===== config.mk =====
export PLATFORM = sky130hd
export DESIGN_NAME = touch_long_press_classifier_top
export DESIGN_NICKNAME = d
export VERILOG_FILES = /design/src/design/tlpc_pkg.sv /design/src/design/tlpc_csr.sv /design/src/design/touch_long_press_classifier_top.sv
export SDC_FILE = /design/constraint.sdc
export NUM_CORES = 1
export LEC_CHECK = 0
export BUFFER_PORTS_ARGS = -buffer_cell sky130_fd_sc_hd__buf_2
export CORE_MARGIN = 3
export CORE_UTILIZATION = 55
export DETAILED_ROUTE_END_ITERATION = 16
export PLACE_DENSITY = 0.83
export SLEW_MARGIN = 20
export SYNTH_ARGS = -nofsm -noshare
export SYNTH_HDL_FRONTEND = slang
export SYNTH_SLANG_ARGS = --single-unit

===== constraint.sdc =====
create_clock -name clock -period 6.5 [get_ports clock]
set_input_delay 0 -clock clock [delete_from_list [all_inputs] [get_ports clock]]
set_output_delay 0 -clock clock [all_outputs]
set_load 0.01 [all_outputs]

===== src/design/tlpc_pkg.sv =====
// Package for the touch long-press classifier: command and action codes,
// register map, reset values and the configuration struct.
// No dependencies; every other design file imports it.
package tlpc_pkg;

   localparam int unsigned TIME_W   = 24;
   localparam int unsigned DEB_W    = 8;
   localparam int unsigned CMD_W    = 2;
   localparam int unsigned ACT_W    = 3;
   localparam int unsigned CSR_AW   = 4;
   localparam int unsigned CSR_DW   = 32;
   localparam int unsigned REG_IDX_W = 2;

   // Command codes carried by an input beat.
   localparam logic [CMD_W-1:0] CMD_SAMPLE = 2'd0;
   localparam logic [CMD_W-1:0] CMD_START  = 2'd1;
   localparam logic [CMD_W-1:0] CMD_STOP   = 2'd2;

   // Action codes reported in a result beat.
   localparam logic [ACT_W-1:0] ACT_NONE     = 3'd0;
   localparam logic [ACT_W-1:0] ACT_CONFIRM  = 3'd1;
   localparam logic [ACT_W-1:0] ACT_UNLOCK   = 3'd2;
   localparam logic [ACT_W-1:0] ACT_SHUTDOWN = 3'd3;
   localparam logic [ACT_W-1:0] ACT_VALIDATE = 3'd4;
   localparam logic [ACT_W-1:0] ACT_LOCK     = 3'd5;

   // Register indexes; register i sits at byte address 4*i.
   localparam logic [REG_IDX_W-1:0] REG_RELEASE_DEBOUNCE = 2'd0;
   localparam logic [REG_IDX_W-1:0] REG_SHORT_HOLD       = 2'd1;
   localparam logic [REG_IDX_W-1:0] REG_LONG_HOLD        = 2'd2;

   localparam logic [DEB_W-1:0]  RELEASE_DEBOUNCE_RST = 8'd3;
   localparam logic [TIME_W-1:0] SHORT_HOLD_RST       = 24'd78643;
   localparam logic [TIME_W-1:0] LONG_HOLD_RST        = 24'd327680;

   localparam logic [DEB_W-1:0]  RELEASE_COUNT_MAX = '1;

   typedef struct packed {
      logic [DEB_W-1:0]  release_debounce;
      logic [TIME_W-1:0] short_hold_ticks;
      logic [TIME_W-1:0] long_hold_ticks;
   } cfg_type;

endpackage


===== src/design/tlpc_csr.sv =====
// APB-style register file for the touch long-press classifier thresholds.
// Depends on tlpc_pkg for the register map, reset values and cfg_type.
module tlpc_csr
   import tlpc_pkg::*;
(
   input  logic              clock,
   input  logic              reset,
   input  logic              csr_psel,
   input  logic              csr_penable,
   input  logic              csr_pwrite,
   input  logic [CSR_AW-1:0] csr_paddr,
   input  logic [CSR_DW-1:0] csr_pwdata,
   output logic [CSR_DW-1:0] csr_prdata,
   output logic              csr_pready,
   output cfg_type           cfg
);

   cfg_type cfg_ff;
   cfg_type cfg_in;
   logic [REG_IDX_W-1:0] reg_idx;
   logic wr_en;

   assign reg_idx    = csr_paddr[CSR_AW-1:2];
   assign wr_en      = csr_psel && csr_penable && csr_pwrite;
   assign csr_pready = 1'b1;
   assign cfg        = cfg_ff;

   always_comb begin
      cfg_in = cfg_ff;
      if (wr_en) begin
         unique case (reg_idx)
            REG_RELEASE_DEBOUNCE: cfg_in.release_debounce = csr_pwdata[DEB_W-1:0];
            REG_SHORT_HOLD:       cfg_in.short_hold_ticks = csr_pwdata[TIME_W-1:0];
            REG_LONG_HOLD:        cfg_in.long_hold_ticks  = csr_pwdata[TIME_W-1:0];
            default: ;
         endcase
      end
   end

   always_comb begin
      unique case (reg_idx)
         REG_RELEASE_DEBOUNCE: csr_prdata = CSR_DW'(cfg_ff.release_debounce);
         REG_SHORT_HOLD:       csr_prdata = CSR_DW'(cfg_ff.short_hold_ticks);
         REG_LONG_HOLD:        csr_prdata = CSR_DW'(cfg_ff.long_hold_ticks);
         default:              csr_prdata = '0;
      endcase
   end

   always_ff @(posedge clock) begin
      if (reset) begin
         cfg_ff.release_debounce <= RELEASE_DEBOUNCE_RST;
         cfg_ff.short_hold_ticks <= SHORT_HOLD_RST;
         cfg_ff.long_hold_ticks  <= LONG_HOLD_RST;
      end else begin
         cfg_ff <= cfg_in;
      end
   end

endmodule


===== src/design/touch_long_press_classifier_top.sv =====
// Touch long-press classifier: an accepted input beat goes through the input register,
// then the classify step into the result register. Throughput is one beat per cycle
// while the result side keeps up; the only loop is the state update.
// Synchronous active-high reset clears the run, debounce and hold state and restores
// the threshold registers to their defaults. Depends on tlpc_pkg and tlpc_csr.
module touch_long_press_classifier_top
   import tlpc_pkg::*;
#(
   parameter int unsigned TIMER_BITS = 24
)(
   input  logic              clock,
   input  logic              reset,
   // Input channel.
   input  logic              req_valid,
   output logic              req_ready,
   input  logic [CMD_W-1:0]  req_cmd,
   input  logic              req_touch_level,
   input  logic [TIME_W-1:0] req_timer_now,
   input  logic              req_confirm_reset,
   input  logic              req_authorized,
   input  logic              req_locked,
   // Result channel.
   output logic              rsp_valid,
   input  logic              rsp_ready,
   output logic [ACT_W-1:0]  rsp_action,
   output logic              rsp_running,
   output logic              rsp_touch_state,
   output logic [TIME_W-1:0] rsp_hold_time,
   // Configuration port.
   input  logic              csr_psel,
   input  logic              csr_penable,
   input  logic              csr_pwrite,
   input  logic [CSR_AW-1:0] csr_paddr,
   input  logic [CSR_DW-1:0] csr_pwdata,
   output logic [CSR_DW-1:0] csr_prdata,
   output logic              csr_pready
);

   // The timer wraps at TIMER_BITS bits. Values pass through a 32-bit
   // intermediate so that any width from 16 to 32 converts cleanly to and
   // from the 24-bit fields.
   localparam int unsigned WIDE_W = 32;

   cfg_type cfg;

   tlpc_csr u_csr (
      .clock       (clock),
      .reset       (reset),
      .csr_psel    (csr_psel),
      .csr_penable (csr_penable),
      .csr_pwrite  (csr_pwrite),
      .csr_paddr   (csr_paddr),
      .csr_pwdata  (csr_pwdata),
      .csr_prdata  (csr_prdata),
      .csr_pready  (csr_pready),
      .cfg         (cfg)
   );

   // ------------------------------------------------------------------
   // Input register. A beat moves on into the classify step whenever the
   // result register is empty or is being drained in the same cycle, so
   // a new beat is taken every cycle while the consumer keeps up.
   // ------------------------------------------------------------------
   logic              item_valid_ff;
   logic [CMD_W-1:0]  item_cmd_ff;
   logic              item_touch_ff;
   logic [TIME_W-1:0] item_now_ff;
   logic              item_confirm_ff;
   logic              item_auth_ff;
   logic              item_locked_ff;

   logic rsp_valid_ff;
   logic advance;
   logic req_take;

   assign advance   = item_valid_ff && (!rsp_valid_ff || rsp_ready);
   assign req_ready = !item_valid_ff || advance;
   assign req_take  = req_valid && req_ready;

   always_ff @(posedge clock) begin
      if (reset) begin
         item_valid_ff <= 1'b0;
      end else if (req_ready) begin
         item_valid_ff <= req_valid;
      end
   end

   always_ff @(posedge clock) begin
      if (req_take) begin
         item_cmd_ff     <= req_cmd;
         item_touch_ff   <= req_touch_level;
         item_now_ff     <= req_timer_now;
         item_confirm_ff <= req_confirm_reset;
         item_auth_ff    <= req_authorized;
         item_locked_ff  <= req_locked;
      end
   end

   // ------------------------------------------------------------------
   // Detector state.
   // ------------------------------------------------------------------
   logic                  run_active_ff,   run_active_in;
   logic                  deb_touch_ff,    deb_touch_in;
   logic                  pend_touch_ff,   pend_touch_in;
   logic [DEB_W-1:0]      rel_count_ff,    rel_count_in;
   logic                  start_valid_ff,  start_valid_in;
   logic [TIMER_BITS-1:0] hold_start_ff,   hold_start_in;
   logic [TIME_W-1:0]     hold_ticks_ff,   hold_ticks_in;

   logic [ACT_W-1:0]      action;
   logic                  fired;
   logic [TIME_W-1:0]     ticks_now;
   logic [WIDE_W-1:0]     now_wide;
   logic [TIMER_BITS-1:0] now_t;
   logic [TIMER_BITS-1:0] elapsed;
   logic [WIDE_W-1:0]     elapsed_wide;

   // Wrapping hold time measured since the latched touch start.
   assign now_wide     = WIDE_W'(item_now_ff);
   assign now_t        = now_wide[TIMER_BITS-1:0];
   assign elapsed      = now_t - hold_start_ff;
   assign elapsed_wide = WIDE_W'(elapsed);

   // Classify step. A sample updates the release debounce, then the hold time;
   // a hold past the long threshold, or the short one without confirm or auth,
   // ends the run with one action; else a debounced level change starts or clears the hold.
   always_comb begin
      run_active_in  = run_active_ff;
      deb_touch_in   = deb_touch_ff;
      pend_touch_in  = pend_touch_ff;
      rel_count_in   = rel_count_ff;
      start_valid_in = start_valid_ff;
      hold_start_in  = hold_start_ff;
      hold_ticks_in  = hold_ticks_ff;
      action         = ACT_NONE;
      fired          = 1'b0;
      ticks_now      = hold_ticks_ff;

      unique case (item_cmd_ff)
         CMD_START: begin
            if (!run_active_ff) begin
               run_active_in = 1'b1;
               pend_touch_in = 1'b0;
               rel_count_in  = '0;
            end
         end
         CMD_STOP: begin
            if (run_active_ff) begin
               run_active_in  = 1'b0;
               deb_touch_in   = 1'b0;
               start_valid_in = 1'b0;
               hold_ticks_in  = '0;
            end
         end
         CMD_SAMPLE: begin
            if (run_active_ff) begin
               if (item_touch_ff) begin
                  pend_touch_in = 1'b1;
                  rel_count_in  = '0;
               end else if (deb_touch_ff) begin
                  if (rel_count_ff != RELEASE_COUNT_MAX) begin
                     rel_count_in = rel_count_ff + 1'b1;
                  end
                  if (rel_count_in > cfg.release_debounce) begin
                     pend_touch_in = 1'b0;
                     rel_count_in  = '0;
                  end
               end

               if (start_valid_ff) begin
                  ticks_now = elapsed_wide[TIME_W-1:0];
               end

               if (ticks_now > cfg.long_hold_ticks) begin
                  fired = 1'b1;
                  if (item_confirm_ff) begin
                     action = ACT_CONFIRM;
                  end else if (item_auth_ff) begin
                     action = ACT_UNLOCK;
                  end else begin
                     action = ACT_SHUTDOWN;
                  end
               end else if (ticks_now > cfg.short_hold_ticks &&
                            !item_confirm_ff && !item_auth_ff) begin
                  fired  = 1'b1;
                  action = item_locked_ff ? ACT_VALIDATE : ACT_LOCK;
               end

               if (fired) begin
                  run_active_in  = 1'b0;
                  deb_touch_in   = 1'b0;
                  start_valid_in = 1'b0;
                  hold_ticks_in  = '0;
               end else begin
                  hold_ticks_in = ticks_now;
                  if (pend_touch_in != deb_touch_ff) begin
                     deb_touch_in = pend_touch_in;
                     if (pend_touch_in) begin
                        hold_start_in  = now_t;
                        start_valid_in = 1'b1;
                     end else begin
                        start_valid_in = 1'b0;
                        hold_ticks_in  = '0;
                     end
                  end
               end
            end
         end
         default: ;
      endcase
   end

   always_ff @(posedge clock) begin
      if (reset) begin
         run_active_ff  <= 1'b0;
         deb_touch_ff   <= 1'b0;
         pend_touch_ff  <= 1'b0;
         rel_count_ff   <= '0;
         start_valid_ff <= 1'b0;
         hold_start_ff  <= '0;
         hold_ticks_ff  <= '0;
      end else if (advance) begin
         run_active_ff  <= run_active_in;
         deb_touch_ff   <= deb_touch_in;
         pend_touch_ff  <= pend_touch_in;
         rel_count_ff   <= rel_count_in;
         start_valid_ff <= start_valid_in;
         hold_start_ff  <= hold_start_in;
         hold_ticks_ff  <= hold_ticks_in;
      end
   end

   // ------------------------------------------------------------------
   // Result register. It holds a finished beat until the consumer takes
   // it; meanwhile the input register can take one more beat, then stalls.
   // ------------------------------------------------------------------
   logic [ACT_W-1:0]  rsp_action_ff;
   logic              rsp_running_ff;
   logic              rsp_touch_ff;
   logic [TIME_W-1:0] rsp_hold_ff;

   always_ff @(posedge clock) begin
      if (reset) begin
         rsp_valid_ff <= 1'b0;
      end else if (advance) begin
         rsp_valid_ff <= 1'b1;
      end else if (rsp_ready) begin
         rsp_valid_ff <= 1'b0;
      end
   end

   // When an action fires, the reported hold is the one that caused it.
   always_ff @(posedge clock) begin
      if (advance) begin
         rsp_action_ff  <= action;
         rsp_running_ff <= run_active_in;
         rsp_touch_ff   <= deb_touch_in;
         rsp_hold_ff    <= fired ? ticks_now : hold_ticks_in;
      end
   end

   assign rsp_valid       = rsp_valid_ff;
   assign rsp_action      = rsp_action_ff;
   assign rsp_running     = rsp_running_ff;
   assign rsp_touch_state = rsp_touch_ff;
   assign rsp_hold_time   = rsp_hold_ff;

endmodule


==> run metrics <==
CTS Buffer Depth=2; Fmax=173 MHz; leading cell types in the layout, fill and taps excluded=nand2_1 (155), dfxtp_1 (118), buf_2 (117); crit end category=flop; CTS root buf=clkbuf_16; final design utilization=0.673; Chip Width=139 um; kind of critical path=flop to flop; final hold vios=0; Core Box Area=17300 um^2; post-synthesis sequential area ratio=0.425; CTS tree=built; Layout Nets=1387; largest net degree at the start of global routing=99; status=complete, no violations; Post-synth ARST share=0; CP peak stage delay=0.41 ns; Die ar.=19300 um^2; Warnings, synthesis=0; Worst Hold End=u_csr.cfg[0]; Distinct cells, synth=67; actual slew at the worst max-slew pin=1.10 ns; Layout fillers=1358; PwrDens=211 nW/um^2; Vias=8540; initial DRC count=892; Required @ worst endpoint=6.65 ns; H-tree Lvls=4; # placed instances=1379; hpwl dp=17.2 mm; pre-CTS WS=1.09 ns; CP most frequent cell=o21ai_0; clk slew on worst S/H paths=0.07 ns; initial antenna violation count=0; Max rail drop VDD=0.192 mV; ant diodes=0; Max Clock Skew=0.0124 ns; Worst EP arrival=5.94 ns; WP depth=21; wire length per cell=17.2 um; Final ANT Viol Nets=0; starting density of the core=0.563; RSZ-0062 raised after global routing=false; register area=4130 um^2; max_cap viols=0; TritonRoute pass-1 iters=5; share of layout cells above drive strength 1=0.150; GRT Total Usage=0.258; gr ovfl total=0; number of global-route vias before repair=8471; Final Max Slew Viols=0; worst hold stages=4; area occupied by multi-input gates=5010 um^2; fin crit share=0.892; cell count of the worst reg-to-reg path=21; cell family with most CP delay=compound AO/OA/AOI/OAI gates; Mapped Cells=1072; Post-synth EDFFs=59; Final Setup Violations=0; crit path launch type=flop; Area growth syn-to-layout=19.6%; static leakage=4.95 nW; RePlAce Congestion=0.862; die extent in y=139 um; IO Count=137; clk_lat worst skew=0.44 ns; #FFs+latches synth=177; Num CTS Buffers=17; Via-to-Cell Ratio=5.81; hold_ws=0.236 ns; Most used DFF post-synth=dfxtp_1; crit-path max FO=12; Worst Path Buf+Inv=2; min-delay src=csr_paddr[3]; Mapped Area=9730 um^2; hold crit path type=primary input to flop; first-pass GRT wire length=40.9 mm; Final min period=5.80 ns; reg2reg end=rsp_hold_time[5]; Relative slew margins=0.264; residual DRC count=0; setup TNS=0 ns; Mapped Avg Cell Area=9.08 um^2; register-to-register setup slack=0.70 ns; CP max stage cell=fa_1; Final WS setup=0.704 ns; # rows=48; commonest non-fill, non-tap cell in the layout=nand2_1; critical path cell sequence=inv_1, ha_1, inv_1, fa_1, a211oi_1, o211ai_1, nand4_1, a31oi_1, o21ai_0, nand2b_1, xnor2_1, o21ai_0, ha_1, nand4_1, nor3_1, nor3b_1, a311oi_1, o21ai_1, nand3_1, nand2_1, o21ai_0; final WL=25.3 mm; CTS Sinks=177; Post-CTS Repair Setup Buffers=0; count of input and output buffers=117; Non-Filler Instances=1469; RR Startpoint=item_now_ff[0]
flip-flops by register name, summed over array words and instances, names as in the netlist:
signal	flops
u_csr.cfg	56
item_valid_ff	1
item_auth_ff	1
hold_start_ff	24
rsp_action	3
item_locked_ff	1
rsp_touch_state	1
deb_touch_ff	1
item_confirm_ff	1
rsp_hold_time	24
item_now_ff	24
hold_ticks_ff	24
item_cmd_ff	2
rsp_running	1
rsp_valid	1
start_valid_ff	1
item_touch_ff	1
rel_count_ff	8
pend_touch_ff	1
run_active_ff	1
tightest hold or removal path, delay by kind of cell:
kind,cells,cell delay [ns]
buffers and inverters,1,0.19
AND/OR/NAND/NOR,2,0.39
AO/OA/AOI/OAI,1,0.05
synth_stat cells (3+ instances only):
| master | instances | area [um^2] |
|---|---|---|
| dfxtp_1 | 118 | 2360 |
| a31oi_1 | 4 | 25.0 |
| nand4_1 | 17 | 106 |
| a211o_1 | 11 | 96.3 |
| xor2_1 | 5 | 43.8 |
| and2_1 | 6 | 37.5 |
| a211oi_1 | 10 | 75.1 |
| clkbuf_1 | 38 | 143 |
| nor3_1 | 14 | 70.1 |
| edfxtp_1 | 59 | 1770 |
| nand3b_1 | 6 | 45.0 |
| o211ai_1 | 5 | 37.5 |
| and3_2 | 3 | 22.5 |
| nor2_1 | 71 | 267 |
| nand2b_1 | 6 | 37.5 |
| nand3_1 | 16 | 80.1 |
| a22oi_1 | 9 | 67.6 |
| o21ai_0 | 54 | 270 |
| nor2b_1 | 9 | 56.3 |
| and3_1 | 3 | 18.8 |
| a22o_1 | 35 | 307 |
| o2bb2ai_1 | 5 | 43.8 |
| or3_1 | 4 | 25.0 |
| xnor2_1 | 18 | 158 |
| a21oi_1 | 87 | 435 |
| buf_4 | 11 | 82.6 |
| ha_1 | 82 | 1030 |
| nor3b_1 | 3 | 22.5 |
| nand2_1 | 155 | 582 |
| o22ai_1 | 3 | 18.8 |
| mux2i_1 | 38 | 380 |
| o21a_1 | 4 | 30.0 |
| inv_1 | 100 | 375 |
| a21o_1 | 13 | 97.6 |
| mux2_2 | 9 | 101 |
power by group:
group	total [mW]	switching, mW	internal (mW)
Sequential	1.18	0.0165	1.17
Clock	1.04	0.460	0.582
Combinational	0.227	0.129	0.0974
area by class of cell:
class	count	area share
multi-input combinational	750	0.431
sequential	177	0.355
timing repair buffer	185	0.107
clock buffer	18	0.0377
inverter	100	0.0323
tap	225	0.0242
clock inverter	14	0.0131
timing repair:
item                                   CTS  global route
gates resized for setup                  0             0
hold buffers                            57             0
endpoints found under the hold margin   88             0
cells by family (layout without fill, tap and decap cells):
group                    after synthesis  after routing  share of synthesized area
buffers and inverters                152            317                     0.0649
AND/OR/NAND/NOR                      318            318                      0.145
flip-flops                           177            177                      0.425
AO/OA/AOI/OAI                        269            269                      0.185
XOR/XNOR                              23             23                     0.0207
multiplexers                          48             48                     0.0510
adder cells (fa/ha/maj)               83             83                      0.107
other                                  2              9                   0.000772
worst max-delay path by stage:
stage,from,end
after floorplan,item_now_ff[6],rsp_hold_time[14]
after global placement,item_now_ff[8],rsp_hold_time[19]
after detailed placement,item_now_ff[0],rsp_hold_time[5]
after CTS,item_now_ff[0],rsp_hold_time[5]
after global routing,item_now_ff[0],rsp_hold_time[5]
final,item_now_ff[0],rsp_hold_time[5]
per-layer routing:
layer	track usage	wire length [um]	vias up
li1	-	-	4086
met1	0.312	10200	4016
met2	0.454	12600	374
met3	0.0483	1690	64
met4	0.102	808	0
met5	0	0	-
stage by stage:
stage          cell area [um^2]  power (mW)
2_1_floorplan              9760        1.33
6_report                  11600        2.45
3_3_place_gp              10500        1.40
3_5_place_dp              10500        1.40
4_1_cts                   11600        2.46
5_1_grt                   11600        2.53
Note: power is estimated with default switching activity, not from simulation.
